$ cat src/hdl/mee_pkg.sv
package mee_pkg;

	// Field widths of the escape-time unit.
	localparam int COORD_W = 32;
	localparam int PROD_W  = 64;
	localparam int STEP_W  = 16;
	localparam int EPS_W   = 19;
	localparam int LEVEL_W = 8;
	localparam int CFG_W   = 19;

	// Dividend of the intensity division, step count times 255.
	localparam int DIVIDEND_W = STEP_W + LEVEL_W;

	// Configuration register indexes.
	typedef enum logic [0:0] {
		CFG_MAX_ITER = 1'b0,
		CFG_EPS      = 1'b1
	} cfg_reg_t;

	// Iteration sequencer states.
	typedef enum logic [2:0] {
		IT_IDLE,
		IT_SQX,
		IT_SQY,
		IT_MXY,
		IT_UPD,
		IT_DONE
	} iter_state_t;

	// Divider states.
	typedef enum logic [1:0] {
		DV_IDLE,
		DV_RUN,
		DV_HOLD
	} div_state_t;

	// Iteration result handed to the divider.
	typedef struct packed {
		logic              done;
		logic [STEP_W-1:0] steps;
	} iter_res_t;

	// Finished item waiting for the output register.
	typedef struct packed {
		logic               valid;
		logic [STEP_W-1:0]  steps;
		logic [LEVEL_W-1:0] level;
	} div_res_t;

	// Clamp a wide signed value to the signed coordinate range.
	function automatic logic signed [COORD_W-1:0] sat_coord(input logic signed [PROD_W-1:0] v);
		logic signed [PROD_W-1:0] hi;
		logic signed [PROD_W-1:0] lo;
		hi = PROD_W'(signed'({1'b0, {(COORD_W-1){1'b1}}}));
		lo = -hi - PROD_W'(1);
		if (v > hi) begin
			sat_coord = hi[COORD_W-1:0];
		end else if (v < lo) begin
			sat_coord = lo[COORD_W-1:0];
		end else begin
			sat_coord = v[COORD_W-1:0];
		end
	endfunction

	// Absolute difference of two coordinates, one bit wider than they are.
	function automatic logic [COORD_W:0] abs_diff(input logic signed [COORD_W-1:0] a,
			input logic signed [COORD_W-1:0] b);
		logic signed [COORD_W:0] d;
		d = {a[COORD_W-1], a} - {b[COORD_W-1], b};
		abs_diff = d[COORD_W] ? $unsigned(-d) : $unsigned(d);
	endfunction

endpackage

$ cat src/hdl/mandelbrot_escape_time_top.sv
// Mandelbrot escape-time unit with a periodicity check. Each item carries a
// point c, a starting z and the number of steps already taken, all coordinates
// in signed Q4.28 (FRAC_BITS fraction bits). The unit iterates z = z*z + c and
// returns the step at which |z|^2 reaches 4, or max_iterations when the limit
// is reached or z settles within converge_eps of a snapshot that is refreshed
// every PERIOD_INTERVAL+1 steps, together with red_level = step_count*255 /
// max_iterations. One item is processed at a time: a single 32x32 multiplier
// is shared by the three products of a step, and the intensity comes from a
// restoring divider. The next item is accepted once the result of the last
// sits in the output register.
// Registers: index 0 max_iterations (reset 256), index 1 converge_eps (reset
// 268435); write them only while no item is in flight.
module mandelbrot_escape_time_top #(
	parameter int PERIOD_INTERVAL = 20,
	parameter int FRAC_BITS       = 28
) (
	input  logic                                 clk,
	input  logic                                 arst_n,
	input  logic                                 cfg_we,
	input  logic [0:0]                           cfg_index,
	input  logic [mee_pkg::CFG_W-1:0]            cfg_data,
	input  logic                                 in_valid,
	output logic                                 in_stall,
	input  logic signed [mee_pkg::COORD_W-1:0]   start_re,
	input  logic signed [mee_pkg::COORD_W-1:0]   start_im,
	input  logic signed [mee_pkg::COORD_W-1:0]   point_re,
	input  logic signed [mee_pkg::COORD_W-1:0]   point_im,
	input  logic        [mee_pkg::STEP_W-1:0]    start_step,
	output logic                                 out_valid,
	input  logic                                 out_stall,
	output logic        [mee_pkg::STEP_W-1:0]    step_count,
	output logic        [mee_pkg::LEVEL_W-1:0]   red_level
);
	import mee_pkg::*;

	logic [STEP_W-1:0] max_iter_q;
	logic [EPS_W-1:0]  eps_q;
	logic              busy_q;
	logic              out_valid_q;
	logic              in_take;
	logic              out_load;
	iter_res_t         iter_res;
	div_res_t          div_res;

	// Configuration registers.
	always_ff @(posedge clk or negedge arst_n) begin
		if (!arst_n) begin
			max_iter_q <= STEP_W'(256);
			eps_q      <= EPS_W'(268435);
		end else if (cfg_we) begin
			case (cfg_index)
				CFG_MAX_ITER: max_iter_q <= cfg_data[STEP_W-1:0];
				CFG_EPS:      eps_q      <= cfg_data[EPS_W-1:0];
				default: begin
				end
			endcase
		end
	end

	assign in_take  = in_valid && !busy_q;
	assign in_stall = busy_q;
	// The finished item moves on when the output register is free or emptying.
	assign out_load = div_res.valid && (!out_valid_q || !out_stall);

	// Busy from acceptance until the result reaches the output register.
	always_ff @(posedge clk or negedge arst_n) begin
		if (!arst_n) begin
			busy_q <= 1'b0;
		end else if (in_take) begin
			busy_q <= 1'b1;
		end else if (out_load) begin
			busy_q <= 1'b0;
		end
	end

	mee_iter #(
		.FRAC_BITS       (FRAC_BITS),
		.PERIOD_INTERVAL (PERIOD_INTERVAL)
	) u_iter (
		.clk        (clk),
		.arst_n     (arst_n),
		.start      (in_take),
		.start_re   (start_re),
		.start_im   (start_im),
		.point_re   (point_re),
		.point_im   (point_im),
		.start_step (start_step),
		.limit      (max_iter_q),
		.eps        (eps_q),
		.res        (iter_res)
	);

	mee_div u_div (
		.clk    (clk),
		.arst_n (arst_n),
		.start  (iter_res.done),
		.steps  (iter_res.steps),
		.limit  (max_iter_q),
		.take   (out_load),
		.res    (div_res)
	);

	// Output register.
	always_ff @(posedge clk or negedge arst_n) begin
		if (!arst_n) begin
			out_valid_q <= 1'b0;
		end else if (out_load) begin
			out_valid_q <= 1'b1;
		end else if (!out_stall) begin
			out_valid_q <= 1'b0;
		end
	end

	always_ff @(posedge clk) begin
		if (out_load) begin
			step_count <= div_res.steps;
			red_level  <= div_res.level;
		end
	end

	assign out_valid = out_valid_q;

`ifndef SYNTHESIS
	// An accepted item blocks the input until its result is registered.
	a_busy_after_take: assert property (@(posedge clk) disable iff (!arst_n)
		in_take |=> in_stall)
		else $error("input not blocked after an item was accepted");

	// A result waiting in the divider always belongs to an item in flight.
	a_div_only_busy: assert property (@(posedge clk) disable iff (!arst_n)
		div_res.valid |-> busy_q)
		else $error("divider holds a result with no item in flight");

	// The iteration never finishes while the divider still holds a result.
	a_no_overlap: assert property (@(posedge clk) disable iff (!arst_n)
		iter_res.done |-> !div_res.valid)
		else $error("iteration finished while the divider was occupied");
`endif

endmodule

$ cat src/hdl/mee_iter.sv
module mee_iter #(
	parameter int FRAC_BITS       = 28,
	parameter int PERIOD_INTERVAL = 20
) (
	input  logic                                 clk,
	input  logic                                 arst_n,
	input  logic                                 start,
	input  logic signed [mee_pkg::COORD_W-1:0]   start_re,
	input  logic signed [mee_pkg::COORD_W-1:0]   start_im,
	input  logic signed [mee_pkg::COORD_W-1:0]   point_re,
	input  logic signed [mee_pkg::COORD_W-1:0]   point_im,
	input  logic        [mee_pkg::STEP_W-1:0]    start_step,
	input  logic        [mee_pkg::STEP_W-1:0]    limit,
	input  logic        [mee_pkg::EPS_W-1:0]     eps,
	output mee_pkg::iter_res_t                   res
);
	import mee_pkg::*;

	localparam int PW = $clog2(PERIOD_INTERVAL + 1);
	localparam logic [PW-1:0] PERIOD_LAST = PW'(PERIOD_INTERVAL);
	// The escape bound 4 scaled to the square format; it only exists below 64 bits.
	localparam bit ESC_EN = (2 * FRAC_BITS + 2) < PROD_W;
	localparam logic [PROD_W-1:0] ESC_LIMIT = ESC_EN ? (PROD_W'(1) << (2 * FRAC_BITS + 2)) : '0;

	iter_state_t state_q, state_d;

	logic signed [COORD_W-1:0] zx_q, zy_q, cx_q, cy_q, ox_q, oy_q;
	logic        [STEP_W-1:0]  i_q, steps_q;
	logic        [PW-1:0]      period_q;
	logic                      stepped_q;
	logic        [PROD_W-1:0]  sx_q, sy_q;
	logic signed [PROD_W-1:0]  prod_q;

	logic signed [COORD_W-1:0] mul_a, mul_b;
	logic signed [PROD_W-1:0]  mul_p;
	logic                      conv, at_limit, escape;
	logic        [PROD_W-1:0]  mag_sum;
	logic signed [PROD_W-1:0]  nx_w, ny_w;

	// Shared multiplier; its operands follow the sequencer phase.
	always_comb begin
		case (state_q)
			IT_SQY: begin
				mul_a = zy_q;
				mul_b = zy_q;
			end
			IT_MXY: begin
				mul_a = zx_q;
				mul_b = zy_q;
			end
			default: begin
				mul_a = zx_q;
				mul_b = zx_q;
			end
		endcase
	end

	assign mul_p = mul_a * mul_b;

	// Tests on the current z: convergence against the snapshot, limit and escape.
	assign conv = (abs_diff(zx_q, ox_q) < (COORD_W+1)'(eps))
		&& (abs_diff(zy_q, oy_q) < (COORD_W+1)'(eps));
	assign at_limit = (i_q >= limit);
	assign mag_sum  = sx_q + $unsigned(prod_q);
	assign escape   = ESC_EN && (mag_sum >= ESC_LIMIT);

	// Next z, floored to the coordinate scale, offset by c.
	assign nx_w = (($signed(sx_q) - $signed(sy_q)) >>> FRAC_BITS) + PROD_W'(cx_q);
	assign ny_w = (prod_q >>> (FRAC_BITS - 1)) + PROD_W'(cy_q);

	// Sequencer state register.
	always_ff @(posedge clk or negedge arst_n) begin
		if (!arst_n) begin
			state_q <= IT_IDLE;
		end else begin
			state_q <= state_d;
		end
	end

	// Next state and result strobe.
	always_comb begin
		state_d   = state_q;
		res.done  = 1'b0;
		res.steps = steps_q;
		case (state_q)
			IT_IDLE: begin
				if (start) begin
					state_d = IT_SQX;
				end
			end
			IT_SQX: begin
				if ((stepped_q && conv) || at_limit) begin
					state_d = IT_DONE;
				end else begin
					state_d = IT_SQY;
				end
			end
			IT_SQY: begin
				state_d = IT_MXY;
			end
			IT_MXY: begin
				state_d = escape ? IT_DONE : IT_UPD;
			end
			IT_UPD: begin
				state_d = IT_SQX;
			end
			IT_DONE: begin
				res.done = 1'b1;
				state_d  = IT_IDLE;
			end
			default: begin
				state_d = IT_IDLE;
			end
		endcase
	end

	// Step, period, stepped flag and result step count.
	always_ff @(posedge clk or negedge arst_n) begin
		if (!arst_n) begin
			i_q       <= '0;
			period_q  <= '0;
			stepped_q <= 1'b0;
			steps_q   <= '0;
		end else begin
			case (state_q)
				IT_IDLE: begin
					if (start) begin
						i_q       <= start_step;
						period_q  <= '0;
						stepped_q <= 1'b0;
					end
				end
				IT_SQX: begin
					if ((stepped_q && conv) || at_limit) begin
						steps_q <= limit;
					end else if (stepped_q) begin
						period_q <= (period_q == PERIOD_LAST) ? '0 : period_q + PW'(1);
					end
				end
				IT_MXY: begin
					if (escape) begin
						steps_q <= i_q;
					end
				end
				IT_UPD: begin
					i_q       <= i_q + STEP_W'(1);
					stepped_q <= 1'b1;
				end
				default: begin
				end
			endcase
		end
	end

	// Coordinate and product registers.
	always_ff @(posedge clk) begin
		case (state_q)
			IT_IDLE: begin
				if (start) begin
					zx_q <= start_re;
					zy_q <= start_im;
					ox_q <= start_re;
					oy_q <= start_im;
					cx_q <= point_re;
					cy_q <= point_im;
				end
			end
			IT_SQX: begin
				prod_q <= mul_p;
				// Refresh the snapshot once a full period has passed.
				if (stepped_q && !conv && (period_q == PERIOD_LAST)) begin
					ox_q <= zx_q;
					oy_q <= zy_q;
				end
			end
			IT_SQY: begin
				sx_q   <= $unsigned(prod_q);
				prod_q <= mul_p;
			end
			IT_MXY: begin
				sy_q   <= $unsigned(prod_q);
				prod_q <= mul_p;
			end
			IT_UPD: begin
				zx_q <= sat_coord(nx_w);
				zy_q <= sat_coord(ny_w);
			end
			default: begin
			end
		endcase
	end

endmodule

$ cat src/hdl/mee_div.sv
module mee_div (
	input  logic                              clk,
	input  logic                              arst_n,
	input  logic                              start,
	input  logic [mee_pkg::STEP_W-1:0]        steps,
	input  logic [mee_pkg::STEP_W-1:0]        limit,
	input  logic                              take,
	output mee_pkg::div_res_t                 res
);
	import mee_pkg::*;

	localparam int CNT_W = $clog2(LEVEL_W);

	div_state_t state_q, state_d;

	logic [DIVIDEND_W-1:0] rem_q;
	logic [DIVIDEND_W-2:0] dsh_q;
	logic [LEVEL_W-1:0]    quo_q;
	logic [STEP_W-1:0]     steps_q;
	logic                  zero_q;
	logic [CNT_W-1:0]      cnt_q;
	logic                  fits;

	// One restoring step: does the shifted divisor fit in the remainder?
	assign fits = (rem_q >= DIVIDEND_W'(dsh_q));

	// State register.
	always_ff @(posedge clk or negedge arst_n) begin
		if (!arst_n) begin
			state_q <= DV_IDLE;
		end else begin
			state_q <= state_d;
		end
	end

	// Next state and result.
	always_comb begin
		state_d   = state_q;
		res.valid = 1'b0;
		res.steps = steps_q;
		res.level = zero_q ? '0 : quo_q;
		case (state_q)
			DV_IDLE: begin
				if (start) begin
					state_d = DV_RUN;
				end
			end
			DV_RUN: begin
				if (cnt_q == '0) begin
					state_d = DV_HOLD;
				end
			end
			DV_HOLD: begin
				res.valid = 1'b1;
				if (take) begin
					state_d = DV_IDLE;
				end
			end
			default: begin
				state_d = DV_IDLE;
			end
		endcase
	end

	// Count of quotient bits still to produce, less one.
	always_ff @(posedge clk or negedge arst_n) begin
		if (!arst_n) begin
			cnt_q <= '0;
		end else if (state_q == DV_IDLE && start) begin
			cnt_q <= CNT_W'(LEVEL_W - 1);
		end else if (state_q == DV_RUN) begin
			cnt_q <= cnt_q - CNT_W'(1);
		end
	end

	// Quotient bits come out most significant first.
	always_ff @(posedge clk) begin
		if (state_q == DV_IDLE && start) begin
			rem_q   <= {steps, LEVEL_W'(0)} - DIVIDEND_W'(steps);
			dsh_q   <= {limit, (LEVEL_W-1)'(0)};
			steps_q <= steps;
			zero_q  <= (limit == '0);
		end else if (state_q == DV_RUN) begin
			if (fits) begin
				rem_q <= rem_q - DIVIDEND_W'(dsh_q);
			end
			quo_q <= {quo_q[LEVEL_W-2:0], fits};
			dsh_q <= dsh_q >> 1;
		end
	end

endmodule

$ cat config.mk
export PLATFORM = sky130hd
export DESIGN_NAME = mandelbrot_escape_time_top
export DESIGN_NICKNAME = d
export VERILOG_FILES = /design/src/hdl/mee_pkg.sv /design/src/hdl/mandelbrot_escape_time_top.sv /design/src/hdl/mee_iter.sv /design/src/hdl/mee_div.sv
export SDC_FILE = /design/constraint.sdc
export NUM_CORES = 2
export LEC_CHECK = 0
export ABC_AREA = 1
export BUFFER_PORTS_ARGS = -buffer_cell sky130_fd_sc_hd__buf_2
export CAP_MARGIN = 20
export CORE_MARGIN = 3
export CORE_UTILIZATION = 27
export CTS_BUF_LIST = sky130_fd_sc_hd__clkbuf_8
export CTS_CLUSTER_SIZE = 16
export DETAILED_ROUTE_END_ITERATION = 16
export GPL_TIMING_DRIVEN = 0
export PLACE_DENSITY = 0.41
export SYNTH_ARGS = -nofsm -noshare
export SYNTH_HDL_FRONTEND = slang
export SYNTH_SLANG_ARGS = --single-unit
$ cat constraint.sdc
create_clock -name clk -period 25.9 [get_ports clk]
set_clock_uncertainty 0.15 [all_clocks]
set_input_delay 5.18 -clock clk [delete_from_list [all_inputs] [get_ports clk]]
set_output_delay 5.18 -clock clk [all_outputs]
set_load 0.005 [all_outputs]
==> Word level (Yosys, flattened, before mapping) <==
Cells that the tools add are included.
{ "word_totals": {"reg_bits": 563, "inputBits": 169, "out_inout_bits": 26, "elab_cells": 155} }
{ "op_classes": {"add_sub_neg": 13, "n_mul": 1, "n_lt_le_gt_ge": 9, "n_eq_ne": 18, "mux": 49, "bitwise": 2, "n_reduce_logical": 35} }
{ "ops": {"columns": ["cell", "n"], "rows": [
  ["$mux 32", 10],
  ["$pmux 32 s2", 4],
  ["$gt 64x32->1 const B", 2],
  ["$lt 64x32->1 const B", 2],
  ["$mux 24", 3],
  ["$lt 33x19->1", 2],
  ["$mux 33", 2],
  ["$neg 33->33", 2],
  ["$sub 32x32->33", 2],
  ["$add 64x64->64", 1],
  ["$ge 64x59->1 const B", 1],
  ["$mul 32x32->64", 1],
  ["$pmux 16 s2", 2],
  ["$sub 64x64->64", 1],
  ["$mux 16", 3],
  ["$mux 23", 2],
  ["$add 37x32->38", 1],
  ["$add 36x32->37", 1],
  ["$ge 24x23->1", 1],
  ["$sub 24x16->24", 1],
  ["$sub 24x23->24", 1],
  ["$mux 5", 4],
  ["$add 16x1->16 const B", 1],
  ["$ge 16x16->1", 1],
  ["30 further kinds", 76]
]} }

==> Depth between registers and ports, before layout <==
{ "depth": {"depth_word": 10, "ltp_mapped": 43, "ltp_nobuf": 41} }

==> Cells and area by module <==
From an unflattened synthesis, not the netlist that was laid out.
{ "unflattened": {"cells_unflattened": 9757, "area_unflattened_um2": 77892.2} }
{ "by_module_without_submodules": {"columns": ["mod", "instances", "cells_per_inst", "area_each_um2", "seq_area_each_um2"], "rows": [
  ["mee_iter", 1, 8728, 69903.3, 12557.0],
  ["mee_div", 1, 842, 5795.6, 2217.1],
  ["mandelbrot_escape_time_top", 1, 187, 2193.4, 1656.6]
]} }

==> Least setup slack after synthesis <==
Ideal clock, no wire load.
{ "synth_path": {"path_kind": "flip-flop to flip-flop", "startpoint": "register u_iter.state_q[2]", "endpoint": "register u_iter.prod_q[63] (data pin)", "setup_ps": 260, "arrival_time_ps": 10142, "required_ps": 25490, "path_slack_ps": 15348, "stages_incl_launch_ff": 36, "n_path_buf": 3, "period_less_slack_ps": 10552, "path_cell_list": "dfrtp_1 nor2_1 inv_1 nor2_1 clkbuf_1 buf_1 o21ai_1 inv_1 clkbuf_1 nand2_1 fa_1 fa_1 fa_1 fa_1 inv_1 fa_1 fa_1 fa_1 inv_1 fa_1 inv_1 ha_1 nand2_1 nor2_1 inv_1 nor2_1 inv_1 o21ai_0 a21oi_1 o211ai_1 nand4_1 o211ai_1 a21boi_0 nor3_1 nor2_1 xnor2_1"} }
{ "synth_via": {"elab_chain_cells": 4, "word_cells_on_any_way": 6, "cone_classes": "1 x mul; 2 x eq/ne; 2 x mux; 1 x reduce/logical"} }
{ "synth_lines": {"columns": ["element", "line_no", "rtl"], "rows": [
  ["from (decl)", "mee_iter.sv:25", "iter_state_t state_q, state_d;"],
  ["from (signal assigned)", "mee_iter.sv:76", "state_q <= state_d;"],
  ["$eq 3x2->1", "mee_iter.sv:42", "case (state_q)"],
  ["$reduce_or 2->1 (no line)", null, null],
  ["$mux 32", "mee_iter.sv:42", null],
  ["$mul 32x32->64 *", "mee_iter.sv:58", "assign mul_p = mul_a * mul_b;"],
  ["named net u_iter.mul_p[63]", "mee_iter.sv:35", "logic signed [PROD_W-1:0] mul_p;"],
  ["to (signal assigned)", "mee_iter.sv:169", "prod_q <= mul_p;"],
  ["to (signal assigned)", "mee_iter.sv:178", "prod_q <= mul_p;"],
  ["to (signal assigned)", "mee_iter.sv:182", "prod_q <= mul_p;"],
  ["to (decl)", "mee_iter.sv:32", "logic signed [PROD_W-1:0] prod_q;"]
]} }
The timed path passes the listed nets; every way through them passes the cells marked *.
A chain may end at the register's enable or synchronous reset.

==> Worst setup path after layout <==
Same ends and word-level chain as after synthesis.

==> impl_results.md <==
- Critical path fanouts, max: 11
- Initial antenna violation count: 27
- Antenna viol nets, final: 0
- Total GRT Usage: around 23%
- Nets: between 10000 and 15000
- RePlAce Congestion: roughly 0.96
- Initial Utilization: between 20% and 30%
- Area leader, netlist: fa_1
- Flops & latches, synth: 563
- M1 wire length: 143.4 mm
- Clock transition at path regs: about 0.070 ns
- Final setup violation count: 0
- Max_cap viols: 0
- Drt wl/cell: about 25 µm
- Area grow syn2layout: 11.82%
- DRC violations left: 0
- PortBufs: 194
- Async SR Flop Fraction: roughly 15%
- Crit-path most repeated cell: fa_1
- Die outline area: just under 0.3 mm²
- Syn nets: around 11000
- DP HPWL: between 200 and 300 mm
- Rows: 194
- TritonRoute pass-1 iters: 8
- Clk buf depth: 3
- Worst slew margin: roughly 14%
- EDFF count, synth: ~470
- Synth area leaders: fa_1 (28%), edfxtp_1 (19%), nand2_1 (9.6%)
- Largest net degree at the start of global routing: 62
- Die Wd: 538.8 µm
- Synth Instances: ~9400
- Fraction of layout cells with a size suffix above 1: ~5.6%
- DR WL met3: ~19 mm
- Setup bufs post-CTS: 0
- Worst Setup Start Kind: flip-flop
- Hold Crit Depth: 0
- Top delay family on crit path: adder cells
- Cells on worst reg2reg path: 28
- Clk Latency, worst-skew pair: 0.82 ns
- Period utilization: 47.10%
- F_max: 0.08197 GHz
- Hold buffers post-CTS: 0
- Req. time, crit path: about 26 ns
- Global route total overflow: 0
- Synth top cells by count: nand2_1 (1954), inv_1 (1911), nor2_1 (1152), fa_1 (1088), a21oi_1 (541)
- Starting DRT DRC Count: between 4000 and 5000
- Mapped cell area: ~0.077 mm²
- CP max stage cell: fa_1
- Final setup TNS: 0 ns
- Via count: 65770
- Top FF cell, synth: edfxtp_1
- Worst Setup Path Type: flip-flop to flip-flop
- Max stage delay on crit path: around 1.1 ns
- Min cycle time layout: approximately 12 ns
- Top sig layer: met5
- Worst EP arrival: roughly 13 ns
- Fin. max-slew vios: 0
- Bufs and invs on worst path: 8
- Clock sink count: between 500 and 600
- Synth top area share: ~28%
- Gates resized, CTS repair: 0
- CP Depth: 28
- Top-count cell post-synth: nand2_1
- Syn Area/Cell: 8.126 µm²
- CTS buffer count: 103
- Placement Setup Slack: 13.47 ns
- CTS H-tree lvls: 3
- CTS tree: built
- Ports: 195
- Status: finished, final reports clean
- Worst hold path type: flip-flop to flip-flop
- Final Hold Vio Count: 0
- First-pass GRT wire length: ~490 mm
- DRT Wirelength: around 340 mm
- Vias in the first global route: about 70000
- Met2 WL post-DR: approximately 160 mm
- Fin worst setup slack: 13.70 ns
- Root buf cell: clkbuf_8
- Die H: 538.8 µm
- Sequential share of the synthesized area: between 20% and 30%
- Core area: 0.2808 mm²
- RSZ-0062 raised after global routing: no
- Warnings from Yosys: 0
- Vias per cell: 4.824
- Worst-Margin Slew: 1.275 ns
- Unique masters post-synth: approximately 70
- Critical path capture point type: flip-flop
==> flip-flops by register name (all words and copies together) (netlist names), 32 cells and up <==
signal and flops:
u_iter.ox_q 32, u_iter.zy_q 32, u_iter.sy_q 64, u_iter.zx_q 32, u_iter.cy_q 32, u_iter.prod_q 64
u_iter.cx_q 32, u_iter.sx_q 64, u_iter.oy_q 32
==> area by class of cell <==
class	instances	area (µm²)
sequential	563	16430
antenna	11	27.53
fill	30380	195100
timing repair buffer	270	2130
clock buffer	107	1473
buffer	229	914.6
clock inverter	87	600.6
multi-input combinational	6691	52160
inverter	1950	7320
tap	3724	4659
==> per-layer routing <==
layer	vias up	track usage, %
li1	30150	-
met1	33020	29.70
met2	2077	38.55
met3	508	3.104
met4	6	11.14
met5	-	0
==> per-stage QoR <==
step	std cells	utilization [%]	hold slack, ns	area [µm²]
6_report	13630	30.52	0.2384	85710
5_1_grt	13620	30.51	0.2261	85690
4_1_cts	13620	30.50	0.2165	85660
3_5_place_dp	13420	29.76	0.2565	83580
3_3_place_gp	13350	29.30	0.2514	82280
2_1_floorplan	9433	-	0.2503	76650
==> final timing paths <==
| check | from | to | slack [ns] |
|---|---|---|---|
| worst max-delay path | u_iter.state_q[2]$_DFFE_PN0P_ | u_iter.prod_q[63]$_DFFE_PP_ | 13.70 |
| worst min register to register | u_div.steps_q[8]$_DFFE_PP_ | step_count[8]$_DFFE_PP_ | 0.24 |
| worst min-delay path | u_div.steps_q[8]$_DFFE_PP_ | step_count[8]$_DFFE_PP_ | 0.24 |
| worst max register to register | u_iter.state_q[2]$_DFFE_PN0P_ | u_iter.prod_q[63]$_DFFE_PP_ | 13.70 |
| max in group asynchronous | arst_n | eps_q[12]$_DFFE_PN1P_ | 20.68 |
| min in group asynchronous | arst_n | u_div.cnt_q[0]$_DFFE_PN0P_ | 4.14 |
==> cell usage in the layout (no fill, tap or decap), types with 82 or more instances in the layout <==
cell type / instances
edfxtp_1: 473
o21ai_0: 361
ha_1: 537
nand2_1: 1954
buf_2: 201
nand3_1: 237
nor2_1: 1151
a21oi_1: 534
clkbuf_1: 200
xor2_1: 154
clkbuf_8: 107
inv_1: 1939
a31oi_1: 82
fa_1: 1087
xnor2_1: 96
==> cells by family after synthesis <==
logic type	count (synthesis)	synth area share, %
simple gates	3574	18.80
buf+inv	2179	10.72
fa+ha+maj	1625	37.18
compound gates	1241	8.971
flops	563	21.44
xor+xnor	251	2.892
Power is left out: the tool's default activity adds up to more than one toggle a clock period on the data nets, which glitch-free logic cannot reach.
